$ cat src/jesc_pkg.sv
// shared types, constants and helpers for the json string escaper
// used by every module of the block; depends on nothing

package jesc_pkg;

   localparam int COUNT_WIDTH = 16;
   localparam int CAP_W       = 16;
   localparam int CMP_W       = ((COUNT_WIDTH > CAP_W) ? COUNT_WIDTH : CAP_W) + 2;
   localparam logic [CAP_W-1:0] CAP_RESET = 16'd256;

   localparam int QUEUE_DEPTH = 4;
   localparam int QPTR_W      = $clog2(QUEUE_DEPTH);

   localparam logic [7:0] CHAR_QUOTE = 8'h22;
   localparam logic [7:0] CHAR_BSLASH = 8'h5C;
   localparam logic [7:0] CHAR_LF = 8'h0A;
   localparam logic [7:0] CHAR_CR = 8'h0D;
   localparam logic [7:0] CHAR_TAB = 8'h09;
   localparam logic [7:0] CHAR_N = 8'h6E;
   localparam logic [7:0] CHAR_R = 8'h72;
   localparam logic [7:0] CHAR_T = 8'h74;
   localparam logic [7:0] CHAR_U = 8'h75;
   localparam logic [7:0] CHAR_ZERO = 8'h30;
   localparam logic [7:0] CHAR_LOWER_A = 8'h61;
   localparam logic [7:0] CTRL_LIMIT = 8'h20;

   localparam logic [7:0] MASK_CONT = 8'hC0;
   localparam logic [7:0] CODE_CONT = 8'h80;
   localparam logic [7:0] MASK_LEAD2 = 8'hE0;
   localparam logic [7:0] CODE_LEAD2 = 8'hC0;
   localparam logic [7:0] MASK_LEAD3 = 8'hF0;
   localparam logic [7:0] CODE_LEAD3 = 8'hE0;
   localparam logic [7:0] MASK_LEAD4 = 8'hF8;
   localparam logic [7:0] CODE_LEAD4 = 8'hF0;

   typedef enum logic [2:0] {
      MAIN_NONE,
      MAIN_BYTE,
      MAIN_ESC,
      MAIN_UNI,
      MAIN_ZERO
   } main_kind_type;

   typedef struct packed {
      logic [2:0][7:0] rel_bytes;
      logic [1:0]      rel_cnt;
      main_kind_type   kind;
      logic [7:0]      main_byte;
      logic [3:0]      total;
      logic            trunc;
   } job_type;

   function automatic logic [3:0] kind_len(input main_kind_type kind);
      logic [3:0] len;
      case (kind)
         MAIN_BYTE: len = 4'd1;
         MAIN_ESC:  len = 4'd2;
         MAIN_UNI:  len = 4'd6;
         MAIN_ZERO: len = 4'd1;
         default:   len = 4'd0;
      endcase
      return len;
   endfunction

   function automatic logic [7:0] hex_digit(input logic [3:0] v);
      logic [7:0] d;
      if (v < 4'd10) begin
         d = CHAR_ZERO + {4'd0, v};
      end else begin
         d = CHAR_LOWER_A + {4'd0, v - 4'd10};
      end
      return d;
   endfunction

endpackage

$ cat src/jesc_front.sv
// front end: takes input beats, applies the capacity rule and utf-8 hold,
// and turns each beat with output into a job descriptor; depends on jesc_pkg

module jesc_front (
   input  logic             clock,
   input  logic             reset,
   input  logic             accept,
   input  logic [7:0]       byte_in,
   input  logic             end_of_string,
   input  logic             csr_wr_en,
   input  logic [15:0]      csr_wr_data,
   output logic             push,
   output jesc_pkg::job_type job
);

   localparam int CW = jesc_pkg::COUNT_WIDTH;
   localparam int MW = jesc_pkg::CMP_W;

   logic [jesc_pkg::CAP_W-1:0] capacity_ff;
   logic [CW-1:0]              bw_ff, bw_in;
   logic                       trunc_ff, trunc_in;
   logic [2:0][7:0]            held_ff, held_in;
   logic [1:0]                 hc_ff, hc_in;
   logic [1:0]                 cn_ff, cn_in;

   logic [MW-1:0] cap_lim, cap_raw, cap_eff, fill;
   logic [2:0]    need;
   logic          fits, fits_one, is_cont, term_trunc;
   logic [1:0]    lead_need;
   logic [7:0]    esc_char;

   always_comb begin
      cap_lim  = MW'(1) << CW;
      cap_raw  = (capacity_ff == '0) ? MW'(1) : MW'(capacity_ff);
      cap_eff  = (cap_raw > cap_lim) ? cap_lim : cap_raw;
      fill     = MW'(bw_ff) + MW'(hc_ff);
      if (byte_in inside {jesc_pkg::CHAR_QUOTE, jesc_pkg::CHAR_BSLASH, jesc_pkg::CHAR_LF,
                          jesc_pkg::CHAR_CR, jesc_pkg::CHAR_TAB}) begin
         need = 3'd2;
      end else if (byte_in < jesc_pkg::CTRL_LIMIT) begin
         need = 3'd6;
      end else begin
         need = 3'd1;
      end
      fits       = (fill + MW'(need)) < cap_eff;
      fits_one   = (fill + MW'(1)) < cap_eff;
      is_cont    = (hc_ff != 2'd0) && ((byte_in & jesc_pkg::MASK_CONT) == jesc_pkg::CODE_CONT);
      term_trunc = trunc_ff || ((hc_ff != 2'd0) && !fits_one);
      if ((byte_in & jesc_pkg::MASK_LEAD2) == jesc_pkg::CODE_LEAD2) begin
         lead_need = 2'd1;
      end else if ((byte_in & jesc_pkg::MASK_LEAD3) == jesc_pkg::CODE_LEAD3) begin
         lead_need = 2'd2;
      end else if ((byte_in & jesc_pkg::MASK_LEAD4) == jesc_pkg::CODE_LEAD4) begin
         lead_need = 2'd3;
      end else begin
         lead_need = 2'd0;
      end
      case (byte_in)
         jesc_pkg::CHAR_LF:  esc_char = jesc_pkg::CHAR_N;
         jesc_pkg::CHAR_CR:  esc_char = jesc_pkg::CHAR_R;
         jesc_pkg::CHAR_TAB: esc_char = jesc_pkg::CHAR_T;
         default:            esc_char = byte_in;
      endcase
   end

   always_comb begin
      bw_in          = bw_ff;
      trunc_in       = trunc_ff;
      held_in        = held_ff;
      hc_in          = hc_ff;
      cn_in          = cn_ff;
      job            = '0;
      job.rel_bytes  = held_ff;
      job.kind       = jesc_pkg::MAIN_NONE;
      if (accept) begin
         if (end_of_string) begin
            if ((hc_ff != 2'd0) && !term_trunc) begin
               job.rel_cnt = hc_ff;
            end
            job.kind  = jesc_pkg::MAIN_ZERO;
            job.trunc = term_trunc;
            trunc_in  = 1'b0;
            hc_in     = 2'd0;
            cn_in     = 2'd0;
         end else if (!trunc_ff) begin
            if (!fits) begin
               trunc_in = 1'b1;
               hc_in    = 2'd0;
               cn_in    = 2'd0;
            end else if (is_cont) begin
               if (cn_ff <= 2'd1) begin
                  job.rel_cnt   = hc_ff;
                  job.kind      = jesc_pkg::MAIN_BYTE;
                  job.main_byte = byte_in;
                  hc_in         = 2'd0;
                  cn_in         = 2'd0;
               end else begin
                  held_in[hc_ff] = byte_in;
                  hc_in          = hc_ff + 2'd1;
                  cn_in          = cn_ff - 2'd1;
               end
            end else begin
               job.rel_cnt = hc_ff;
               hc_in       = 2'd0;
               cn_in       = 2'd0;
               if (need == 3'd2) begin
                  job.kind      = jesc_pkg::MAIN_ESC;
                  job.main_byte = esc_char;
               end else if (need == 3'd6) begin
                  job.kind      = jesc_pkg::MAIN_UNI;
                  job.main_byte = byte_in;
               end else if (lead_need != 2'd0) begin
                  held_in[0] = byte_in;
                  hc_in      = 2'd1;
                  cn_in      = lead_need;
               end else begin
                  job.kind      = jesc_pkg::MAIN_BYTE;
                  job.main_byte = byte_in;
               end
            end
         end
      end
      job.total = {2'd0, job.rel_cnt} + jesc_pkg::kind_len(job.kind);
      push      = accept && (job.total != 4'd0);
      if (accept) begin
         bw_in = end_of_string ? '0 : bw_ff + CW'(job.total);
      end
   end

   always_ff @(posedge clock) begin
      if (reset) begin
         capacity_ff <= jesc_pkg::CAP_RESET;
         bw_ff       <= '0;
         trunc_ff    <= 1'b0;
         hc_ff       <= 2'd0;
         cn_ff       <= 2'd0;
      end else begin
         if (csr_wr_en) begin
            capacity_ff <= csr_wr_data;
         end
         bw_ff    <= bw_in;
         trunc_ff <= trunc_in;
         hc_ff    <= hc_in;
         cn_ff    <= cn_in;
      end
      held_ff <= held_in;
   end

   a_trunc_no_hold: assert property (@(posedge clock) disable iff (reset)
      trunc_ff |-> (hc_ff == 2'd0) && (cn_ff == 2'd0))
      else $error("hold not cleared while truncated");

   a_empty_hold: assert property (@(posedge clock) disable iff (reset)
      (hc_ff == 2'd0) |-> (cn_ff == 2'd0))
      else $error("continuations pending with nothing held");

   a_seq_len: assert property (@(posedge clock) disable iff (reset)
      ({1'b0, hc_ff} + {1'b0, cn_ff}) <= 3'd4)
      else $error("utf-8 hold longer than four bytes");

endmodule

$ cat src/jesc_queue.sv
// small job queue between front and back ends
// depends on jesc_pkg for the job type and depth

module jesc_queue (
   input  logic             clock,
   input  logic             reset,
   input  logic             push,
   input  jesc_pkg::job_type push_job,
   input  logic             pop,
   output logic             full,
   output logic             empty,
   output jesc_pkg::job_type head
);

   localparam int PW = jesc_pkg::QPTR_W;

   jesc_pkg::job_type      q_ff [jesc_pkg::QUEUE_DEPTH];
   logic [PW-1:0]          wr_ff, wr_in, rd_ff, rd_in;
   logic [PW:0]            cnt_ff, cnt_in;
   logic                   do_push, do_pop;

   always_comb begin
      full    = cnt_ff == (PW+1)'(jesc_pkg::QUEUE_DEPTH);
      empty   = cnt_ff == '0;
      head    = q_ff[rd_ff];
      do_push = push && !full;
      do_pop  = pop && !empty;
      wr_in   = do_push ? wr_ff + PW'(1) : wr_ff;
      rd_in   = do_pop ? rd_ff + PW'(1) : rd_ff;
      cnt_in  = cnt_ff + (PW+1)'(do_push) - (PW+1)'(do_pop);
   end

   always_ff @(posedge clock) begin
      if (reset) begin
         wr_ff  <= '0;
         rd_ff  <= '0;
         cnt_ff <= '0;
      end else begin
         wr_ff  <= wr_in;
         rd_ff  <= rd_in;
         cnt_ff <= cnt_in;
      end
      if (do_push) begin
         q_ff[wr_ff] <= push_job;
      end
   end

endmodule

$ cat src/jesc_back.sv
// back end: walks the head job, one output byte per cycle unless
// rsp_tready stalls, into the output register; depends on jesc_pkg

module jesc_back (
   input  logic             clock,
   input  logic             reset,
   input  logic             empty,
   input  jesc_pkg::job_type head,
   output logic             pop,
   input  logic             rsp_tready,
   output logic             rsp_tvalid,
   output logic [7:0]       out_byte,
   output logic             run_last,
   output logic             is_terminator,
   output logic             was_truncated
);

   logic [3:0] step_ff, step_in;
   logic       valid_ff, valid_in;
   logic [7:0] byte_ff, byte_in;
   logic       last_ff, last_in;
   logic       term_ff, term_in;
   logic       trunc_ff, trunc_in;
   logic       load;
   logic [3:0] j;

   always_comb begin
      j = step_ff - {2'd0, head.rel_cnt};
      if (step_ff < {2'd0, head.rel_cnt}) begin
         byte_in = head.rel_bytes[step_ff[1:0]];
      end else begin
         case (head.kind)
            jesc_pkg::MAIN_ESC: begin
               byte_in = (j == 4'd0) ? jesc_pkg::CHAR_BSLASH : head.main_byte;
            end
            jesc_pkg::MAIN_UNI: begin
               case (j)
                  4'd0:    byte_in = jesc_pkg::CHAR_BSLASH;
                  4'd1:    byte_in = jesc_pkg::CHAR_U;
                  4'd4:    byte_in = jesc_pkg::hex_digit(head.main_byte[7:4]);
                  4'd5:    byte_in = jesc_pkg::hex_digit(head.main_byte[3:0]);
                  default: byte_in = jesc_pkg::CHAR_ZERO;
               endcase
            end
            jesc_pkg::MAIN_BYTE: byte_in = head.main_byte;
            default:             byte_in = 8'd0;
         endcase
      end
      last_in  = step_ff == (head.total - 4'd1);
      term_in  = last_in && (head.kind == jesc_pkg::MAIN_ZERO);
      trunc_in = term_in && head.trunc;
      load     = !empty && (!valid_ff || rsp_tready);
      pop      = load && last_in;
      if (load) begin
         step_in  = last_in ? 4'd0 : step_ff + 4'd1;
         valid_in = 1'b1;
      end else begin
         step_in  = step_ff;
         valid_in = valid_ff && !rsp_tready;
      end
   end

   always_ff @(posedge clock) begin
      if (reset) begin
         step_ff  <= 4'd0;
         valid_ff <= 1'b0;
      end else begin
         step_ff  <= step_in;
         valid_ff <= valid_in;
      end
      if (load) begin
         byte_ff  <= byte_in;
         last_ff  <= last_in;
         term_ff  <= term_in;
         trunc_ff <= trunc_in;
      end
   end

   assign rsp_tvalid    = valid_ff;
   assign out_byte      = byte_ff;
   assign run_last      = last_ff;
   assign is_terminator = term_ff;
   assign was_truncated = trunc_ff;

   a_step_range: assert property (@(posedge clock) disable iff (reset)
      !empty |-> step_ff < head.total)
      else $error("step beyond job length");

   a_no_empty_job: assert property (@(posedge clock) disable iff (reset)
      !empty |-> head.total != 4'd0)
      else $error("queued job with no output");

   a_trunc_on_term: assert property (@(posedge clock) disable iff (reset)
      (valid_ff && trunc_ff) |-> (term_ff && last_ff))
      else $error("truncation flag off the terminator");

endmodule

$ cat src/json_escape_utf8_safe_truncate.sv
// Streaming JSON string escaper with a capacity bound and a UTF-8-safe cut.
// One input beat is taken per cycle while the four-entry job queue has room;
// the back end emits one output byte per cycle unless rsp_tready stalls it,
// and each item produces 0 to 9 bytes (one for most bytes, two for short
// escapes, six for \u00xx, plus any released UTF-8 bytes).
// The first result of an item passes the job queue, then the output register.
// Depends on jesc_pkg, jesc_front, jesc_queue and jesc_back.

module json_escape_utf8_safe_truncate (
   input  logic        clock,
   input  logic        reset,
   input  logic        req_tvalid,
   output logic        req_tready,
   input  logic [7:0]  req_tdata,   // byte_in
   input  logic        req_tlast,   // end_of_string
   output logic        rsp_tvalid,
   input  logic        rsp_tready,
   output logic [7:0]  rsp_tdata,   // out_byte
   output logic        rsp_tlast,   // run_last
   output logic [1:0]  rsp_tuser,   // was_truncated, is_terminator
   input  logic        csr_wr_en,
   input  logic [15:0] csr_wr_data  // capacity
);

   logic              accept, push, pop, full, empty;
   logic              is_term, was_trunc;
   jesc_pkg::job_type job, head;

   assign req_tready = !full;
   assign accept     = req_tvalid && req_tready;

   jesc_front u_front (
      .clock         (clock),
      .reset         (reset),
      .accept        (accept),
      .byte_in       (req_tdata),
      .end_of_string (req_tlast),
      .csr_wr_en     (csr_wr_en),
      .csr_wr_data   (csr_wr_data),
      .push          (push),
      .job           (job)
   );

   jesc_queue u_queue (
      .clock    (clock),
      .reset    (reset),
      .push     (push),
      .push_job (job),
      .pop      (pop),
      .full     (full),
      .empty    (empty),
      .head     (head)
   );

   jesc_back u_back (
      .clock         (clock),
      .reset         (reset),
      .empty         (empty),
      .head          (head),
      .pop           (pop),
      .rsp_tready    (rsp_tready),
      .rsp_tvalid    (rsp_tvalid),
      .out_byte      (rsp_tdata),
      .run_last      (rsp_tlast),
      .is_terminator (is_term),
      .was_truncated (was_trunc)
   );

   assign rsp_tuser = {was_trunc, is_term};

endmodule

$ cat config.mk
export PLATFORM = sky130hd
export DESIGN_NAME = json_escape_utf8_safe_truncate
export DESIGN_NICKNAME = d
export VERILOG_FILES = /design/src/jesc_pkg.sv /design/src/jesc_front.sv /design/src/jesc_queue.sv /design/src/jesc_back.sv /design/src/json_escape_utf8_safe_truncate.sv
export SDC_FILE = /design/constraint.sdc
export NUM_CORES = 1
export LEC_CHECK = 0
export BUFFER_PORTS_ARGS = -buffer_cell sky130_fd_sc_hd__buf_2
export CAP_MARGIN = 20
export CORE_ASPECT_RATIO = 0.75
export CORE_MARGIN = 4
export CORE_UTILIZATION = 54
export DETAILED_ROUTE_END_ITERATION = 10
export PLACE_DENSITY = 0.71
export SLEW_MARGIN = 10
export SYNTH_ARGS = -nofsm -noshare
export SYNTH_HDL_FRONTEND = slang
export SYNTH_SLANG_ARGS = --single-unit
$ cat constraint.sdc
create_clock -name clock -period 10.3 [get_ports clock]
set_input_delay 2.06 -clock clock [delete_from_list [all_inputs] [get_ports clock]]
set_output_delay 2.06 -clock clock [all_outputs]
set_load 0.05 [all_outputs]
Word level (Yosys, flattened, before mapping)
Memories as Yosys holds them, arrays and structs flattened. A register that Yosys moved wholly into a read port is not among the register bits.
Cells that the tools add are included.
- register bits after elaboration: 84
- memory bits (writable): 168
- memories kept: 1
- memory list (name ; words ; bits a word ; read ports ; clocked after memory_dff ; write ports ; RTL line ; source):
    u_queue.q_ff ; 4 ; 42 ; 1 ; 1 ; 1 ; jesc_queue.sv:17 ; jesc_pkg::job_type q_ff [jesc_pkg::QUEUE_DEPTH];
- $add $sub $neg: 20
- magnitude comparators: 11
- equal/unequal tests: 28
- muxes and demuxes: 64
- bitwise operators: 3
- reductions and logical operators: 33
- operators with widths (operator ; count):
    8-bit two-way mux ; 12
    13-bit two-way mux ; 5
    8-bit one-hot mux with 3 select lines ; 2
    2-bit two-way mux ; 21
    18-bit < comparator ; 2
    16-bit two-way mux ; 2
    8-bit one-hot mux with 4 select lines ; 1
    24-bit bitwise mux ; 1
    8-bit by 4-bit == test with 1-bit output, second input constant ; 3
    11-bit two-way mux ; 2
    18-bit by 1-bit adder with 18-bit output, second input constant ; 1
    18-bit by 3-bit adder with 18-bit output ; 1
    18-bit by 17-bit > comparator with 1-bit output, second input constant ; 1
    18-bit two-way mux ; 1
    16-bit by 2-bit adder with 17-bit output ; 1
    16-bit by 4-bit adder with 16-bit output ; 1
    7-bit by 4-bit adder with 8-bit output, first input constant ; 2
    8-bit binary-select mux with 2-bit select ; 1
    8-bit demux with 2-bit select ; 1
    16-bit logical NOT ; 1
    3-bit by 2-bit == test with 1-bit output, second input constant ; 5
    3-bit == test, second input constant ; 5
    6-bit by 4-bit adder with 7-bit output, first input constant ; 2
    1-bit logical AND ; 13
    other kinds (44) ; 72

Logic depth before layout (Yosys ltp)
Gate-level depths: netlist (run 1).
- depth in word-level cells: 22
- gate-level depth with buffers: 34
- depth with buffers taken out: 33

Hierarchy
Synthesis (run 1) repeated with hierarchy kept, for this count alone.
- cells, all modules: 952
- area total of the unflattened synthesis: 12568.3 um2
- modules (own cells, without submodules) (module ; times used ; cells each ; area an instance (um2) ; sequential area each (um2)):
    jesc_queue ; 1 ; 271 ; 6595.1 ; 5225.0
    jesc_front ; 1 ; 505 ; 4465.5 ; 1461.4
    jesc_back ; 1 ; 172 ; 1482.7 ; 430.4
    json_escape_utf8_safe_truncate ; 1 ; 4 ; 25.0 ; 0.0

Worst setup path after synthesis (run 1)
Ideal clock, no wire load.
- path type: input -> register
- start point: input port req_tdata[5]
- end point: memory u_queue.q_ff[0][0] (netlist bit), enable pin
- arrival: 8.872 ns
- required time: 9.850 ns
- slack: 0.978 ns
- stages: 27
- path buffers: 1
- cell sequence: clkbuf_1 -> or4b_2 -> o22a_1 -> o22a_1 -> o21ai_1 -> nor2_1 -> inv_1 -> fa_1 -> a21oi_1 -> nor4b_2 -> nand3_1 -> xor2_1 -> ha_1 -> nand2_1 -> o21ai_0 -> nor3_1 -> o211ai_1 -> a41oi_1 -> nand2_1 -> nor2_1 -> nand3b_1 -> a21oi_1 -> ha_1 -> fa_1 -> or4b_2 -> o31a_4 -> and2_1
- RTL lines (element ; RTL line ; source):
    from (decl) ; json_escape_utf8_safe_truncate.sv:14 ; input logic [7:0] req_tdata,
    to (decl) ; jesc_queue.sv:17 ;

==> flow_summary.toml, run 1 <==
[finish]
final_cells = 1328
diodes = 0
fillers = 1684
area_growth_pct = 11.03
regArea_um2 = 7119
nNetsFinal = 1112
multi_input_area_um2 = 5052
drive_gt1_share_pct = 15.57

[critical_path]
reg2reg_slack_ns = 2.40
rr_endpoint = "u_queue.cnt_ff[2]$_SDFF_PP0_"
worstPathMaxFanout = 10
worstSetupPathType = "in -> reg"
ff2ff_path_depth = 25
cp_data_arrival_time_ns = 9.89
worstPathRequired_ns = 10.68
crit_path_end_kind = "flop"
slowest_stage = "or4b_2"
crit_start = "req_tdata[6]"
cp_slowest_stage_delay_ns = 0.72
rr_startpoint = "u_front.hc_ff[1]$_SDFFE_PP0P_"
endpoint = "u_queue.cnt_ff[2]$_SDFF_PP0_"
crit_path_start_kind = "input pin"

[die]
initial_utilization_pct = 55.84
io_pins = 43
fp.dieArea_um2 = 25760
rows = 47
die_x_um = 184.0
core_um2 = 22460
dieHeight_um = 140.0

[pwr]
leakagePower_nw = 4.993
power.density_nw_per_um2 = 188.5
max-vdd-ir-drop_v = 0.0001475

[synth]
postSynthCellCount = 969
synthesis.area_um2 = 12540
ys.flop_type = "edfxtp_1"
synthTopCellsByCount = "edfxtp_1 (203), nor2_1 (78), nand2_1 (63)"
yosys.area.top_type = "edfxtp_1"
synth_cell_types = 72
synth-seq-cells = 254
synth.most_common_cell = "edfxtp_1"
yosysSeqAreaShare_pct = 56.74
syn_nets = 1065
avgSynthCellArea_um2 = 12.94
ys_async_sr_fraction_pct = 0
yosys.area.top_type_share_pct = 48.60
yosys_warnings = 0
yosys-top-cells-area = "edfxtp_1 (49%), dfxtp_1 (8.1%), mux4_2 (7.5%), ha_1 (6.0%), xnor2_1 (3.1%)"
synth-edff-count = 203

[clock_tree]
clk_path_buf_depth = 3
numCtsBuffers = 25
htree_levels = 1
cts_tree = "built"
ctsHoldBuffers = 0
clk_pin_slew_worst_paths_ns = 0.06
cts_setup_buffers = 0
cts_sinks = 254
cts.repair.resized = 0
cts_root_buf = "clkbuf_16"
clock_latency_ns = 0.52

[sta]
fin_skew_ns = 0.01479
clock.fmax_mhz = 105.1
setup_violations = 0
slew_viol_final = 0
relSlewSlack_pct = 39.51
rsz0062_at_grt = "no"
whs_ns = 0.4685
hold_viol_final = 0
layout_min_cycle_time_ns = 9.512
final.setup.tns_ns = 0
finalCritPeriodShare_pct = 92.35
tightestPinTransition_ns = 0.9020

[routing]
drt-initial-drc-count = 637
drc = 0
drt-pass1-iter-count = 5
viasPerCell = 5.843
drt_wl_total_um = 26280
wl_per_cell_um = 19.79
ant_nets = 0
num_vias = 7759

[global_routing]
grt_use_total_pct = 20.35
grt_max_degree = 43
grt_remaining_overflow = 0
grt_pass1_vias = 7449
grt_pass1_wl_um = 41640
antenna_found_initial = 0

[hold_path]
hold_path_class = "reg -> reg"

[place]
io_buffers = 42
place_congestion = 0.9201
dp_hpwl_um = 18370
place_inst = 1279

[run_status]
outcome = "finished clean"

[flow_run]
max-cap-violations = 0
state kept, by name (all words and copies together), names as in the netlist, 2 cells and up, named ones only:
signal and count:
u_queue.rd_ff 2, u_queue.cnt_ff 3, u_front.hc_ff 2, u_back.step_ff 4
u_front.capacity_ff 16, u_queue.wr_ff 2, u_queue.q_ff 168, u_front.cn_ff 2
u_front.bw_ff 16, u_front.job 24, u_back.out_byte 8
logic make-up (layout without fill, tap and decap cells):
group	after synthesis	in the layout	share of synthesized area [%]
buf+inv	94	159	3.022
compound gates	129	129	6.683
mux	70	70	9.825
flops	254	254	56.74
xor+xnor	73	73	5.097
fa+ha+maj	66	66	6.943
simple gates	283	283	11.69
area by class of cell:
cell class                 count  area share (%)
timing repair buffer          55           2.569
inverter                      59           1.590
multi-input combinational    621           36.28
tap                          294           2.641
clock inverter                15           1.177
sequential                   254           51.12
clock buffer                  30           4.627
worst min-delay path by stage:
stage | start | end | cells past startpoint
after CTS | u_back.rsp_tvalid$_SDFF_PP0_ | u_back.rsp_tvalid$_SDFF_PP0_ | 2
after global placement | u_back.rsp_tvalid$_SDFF_PP0_ | u_back.rsp_tvalid$_SDFF_PP0_ | 2
after global routing | u_back.rsp_tvalid$_SDFF_PP0_ | u_back.rsp_tvalid$_SDFF_PP0_ | 2
final | u_back.rsp_tvalid$_SDFF_PP0_ | u_back.rsp_tvalid$_SDFF_PP0_ | 2
after detailed placement | u_back.rsp_tvalid$_SDFF_PP0_ | u_back.rsp_tvalid$_SDFF_PP0_ | 2
after floorplan | u_front.cn_ff[0]$_SDFFE_PP0P_ | u_front.cn_ff[0]$_SDFFE_PP0P_ | 2
per-stage QoR:
step | setup WS [ns] | area, um2 | power, W | util [%]
final | 0.7880 | 13930 | 0.002625 | 62.00
after global routing | 0.1178 | 13930 | 0.002746 | 62.00
after CTS | 0.7724 | 13850 | 0.002636 | 61.64
after detailed placement | 0.2566 | 13040 | 0.001743 | 58.04
after global placement | 0.4644 | 13040 | 0.001732 | 58.04
after floorplan | 0.9779 | 12540 | 0.001607 | -
cells in the final DEF, fill, tap and decap left out, drive strengths merged, types with 7 or more instances in the layout:
cell and instances:
ha 60, clkbuf 30, nand3 19, nor4 10, nor2b 15, a211oi 7
dfxtp 51, nand4 11, nor3 25, or3 8, clkinv 9, nor2 78
and2 12, nand2 63, a21oi 54, edfxtp 203, o21ai 20, buf 55
xor2 29, o22ai 7, inv 61, nand2b 8, mux2i 26, mux4 42
xnor2 44, and3 13
power breakdown:
| part | leakage [nW] | switching (W) | internal [W] |
|---|---|---|---|
| registers | 2.27 | 0.0000328 | 0.00119 |
| clock network | 0.394 | 0.000373 | 0.000524 |
| logic | 2.33 | 0.000334 | 0.000177 |
| total | 4.99 | 0.000739 | 0.00189 |
metal layers:
metal	track usage, %	vias to the layer above	routed length [um]
met5	0	-	0
met4	2.723	0	307
met3	4.977	26	2318
met2	27.72	261	10610
met1	33.76	3772	13050
li1	-	3700	-
worst max-delay path, delay by kind of cell:
kind / cells / cell delay [ns]
buffers and inverters: 2 / 0.30
AO/OA/AOI/OAI: 9 / 1.78
XOR/XNOR: 2 / 0.36
adder cells (fa/ha/maj): 6 / 1.97
AND/OR/NAND/NOR: 10 / 3.43
No activity file was read; power rests on OpenSTA's default activity.
==> run 2: changes to the inputs <==
- REMOVE_ABC_BUFFERS: not set -> 1
==> run 2 against run 1 <==
Final area about the same. Global-route usage decreased by 0.39 points. Clock power decreased by 1%. Routed wire length decreased by 0.21%. Largest cell class unchanged. Highest routed layer unchanged.
==> flow_summary.toml, run 2 (synthesis gave the netlist of run 1 again) <==
[critical_path]
rr_endpoint = "u_queue.q_ff[2][22]$_DFFE_PP_"
rr_startpoint = "u_front.hc_ff[1]$_SDFFE_PP0P_"
reg2reg_slack_ns = 2.36
ff2ff_path_depth = 23
worstPathRequired_ns = 10.56
crit_path_start_kind = "input pin"
worstSetupPathType = "in -> reg"
cp_data_arrival_time_ns = 9.90
worstPathMaxFanout = 25
crit_path_end_kind = "flop"

[sta]
rsz0062_at_grt = "no"
fin_skew_ns = 0.02442
relSlewSlack_pct = 32.97
setup_violations = 0
whs_ns = 0.4644
finalCritPeriodShare_pct = 93.55
slew_viol_final = 0
final.setup.tns_ns = 0
tightestPinTransition_ns = 1.003
hold_viol_final = 0
clock.fmax_mhz = 103.8
layout_min_cycle_time_ns = 9.636

[clock_tree]
cts_tree = "built"
ctsHoldBuffers = 0
htree_levels = 1
cts_setup_buffers = 0
cts_sinks = 254
clk_path_buf_depth = 3
numCtsBuffers = 25
clock_latency_ns = 0.53
cts_root_buf = "clkbuf_16"
cts.repair.resized = 0
clk_pin_slew_worst_paths_ns = 0.06

[die]
dieHeight_um = 140.0
core_um2 = 22460
initial_utilization_pct = 55.84
die_x_um = 184.0
fp.dieArea_um2 = 25760
io_pins = 43
rows = 47

[pwr]
net-switching-power_w = 0.0007344
power.density_nw_per_um2 = 187.8
intPower_w = 0.001880
power_w = 0.002614
max-vdd-ir-drop_v = 0.0001087
power_frac_clock_pct = 34.0
p_seq_share_pct = 46.6
p_sw_share_pct = 28.09
p_comb_share_pct = 19.4
leakagePower_nw = 4.982

[place]
dp_hpwl_um = 18150
io_buffers = 42
place_congestion = 0.8746

[finish]
drive_gt1_share_pct = 15.31
nNetsFinal = 1110
largest_reg_flops = 168
final_cell_mix = "edfxtp_1 (203), nor2_1 (78), nand2_1 (63)"
area_growth_pct = 10.94
final_common_cell = "edfxtp_1"
top_register = "u_queue.q_ff"

[global_routing]
grt_pass1_wl_um = 40970
grt_use_total_pct = 19.96
antenna_found_initial = 1
grt_pass1_vias = 7342
grt_max_degree = 43
grt_remaining_overflow = 0

[routing]
drt-pass1-iter-count = 8
ant_nets = 0
drt-initial-drc-count = 758
viasPerCell = 5.901
num_vias = 7831
wl_per_cell_um = 19.76
drt_wl_total_um = 26220
drc = 0

[flow_run]
max-cap-violations = 0

[hold_path]
hold_path_class = "reg -> reg"
min-delay-start = "u_back.rsp_tvalid$_SDFF_PP0_"
min_to = "u_back.rsp_tvalid$_SDFF_PP0_"
min_path_cells = 2

[run_status]
outcome = "finished clean"
==> run 2: cell types whose count changed in the layout (fill, tap and decap cells not counted), sizes merged <==
cell / change
clkbuf: +3
buf: -2
clkinv: -2
bufinv: -1
clkinvlp: +1
diode: +1
inv: -1
==> run 2: how the worst max path moves through the flow <==
stage               slack, ns                             end  cells past startpoint          from
floorplan                1.12    u_queue.q_ff[0][0]$_DFFE_PP_                     26  req_tdata[6]
global placement         0.47   u_queue.q_ff[1][35]$_DFFE_PP_                     26  req_tdata[6]
detailed placement       0.19   u_queue.q_ff[1][35]$_DFFE_PP_                     26  req_tdata[6]
CTS                      0.62   u_queue.q_ff[1][39]$_DFFE_PP_                     26  req_tdata[6]
global route             0.07  u_front.bw_ff[10]$_SDFFE_PP0P_                     33  req_tdata[6]
finish                   0.66   u_queue.q_ff[2][22]$_DFFE_PP_                     27  req_tdata[6]
==> run 2: critical path, stage by stage <==
cell      delay (ns)
buf_2           0.15
or4b_2          0.67
o22a_1          0.18
o22a_1          0.17
o21ai_1         0.26
nor2_1          0.14
inv_1           0.14
fa_1            0.22
a21oi_1         0.11
nor4b_2         0.67
nand3_1         0.18
xor2_1          0.19
ha_1            0.34
nand2_1         0.07
o21ai_0         0.11
nor3_1          0.19
o211ai_1        0.14
a41oi_1         0.39
nand2_1         0.26
nor3_1          0.51
a21oi_1         0.12
ha_1            0.25
fa_1            0.56
or4b_2          0.71
o31a_4          0.35
and2_2          0.44
buf_16          0.27
==> run 2: cell type report <==
class                   instances  area [um2]
inverters                      59       221.5
diodes                          1       2.502
repair buffers                 53       355.3
well taps                     294       367.9
flip-flops and latches        254        7119
multi-input cells             621        5052
clock buffers                  33       685.7
clock inverters                12       111.4
fillers                      1746        8548
==> run 2: power groups by stage <==
stage / clock, W / combinational [W] / sequential [W]
6_report: 0.000888 / 0.000507 / 0.00122
5_1_grt: 0.000948 / 0.000555 / 0.00123
3_3_place_gp: 0 / 0.000492 / 0.00124
3_5_place_dp: 0 / 0.000499 / 0.00124
2_1_floorplan: 0 / 0.000280 / 0.00131
4_1_cts: 0.000901 / 0.000501 / 0.00122
==> run 2: through the flow <==
| stage | worst slack (ns) | instance area [um2] | utilization (%) | std cells |
|---|---|---|---|---|
| 2_1_floorplan | 1.120 | 12390 | - | 934 |
| 3_3_place_gp | 0.4725 | 13020 | 57.94 | 1276 |
| 3_5_place_dp | 0.1942 | 13020 | 57.96 | 1277 |
| 4_1_cts | 0.6229 | 13820 | 61.51 | 1322 |
| 5_1_grt | 0.06911 | 13910 | 61.94 | 1326 |
| 6_report | 0.6639 | 13920 | 61.95 | 1327 |
==> run 2: metal layers <==
layer	vias up	routed length [um]	track usage, %
li1	3697	-	-
met1	3829	12990	34.46
met2	284	10670	26.69
met3	21	2230	3.396
met4	0	329	2.878
met5	-	0	0
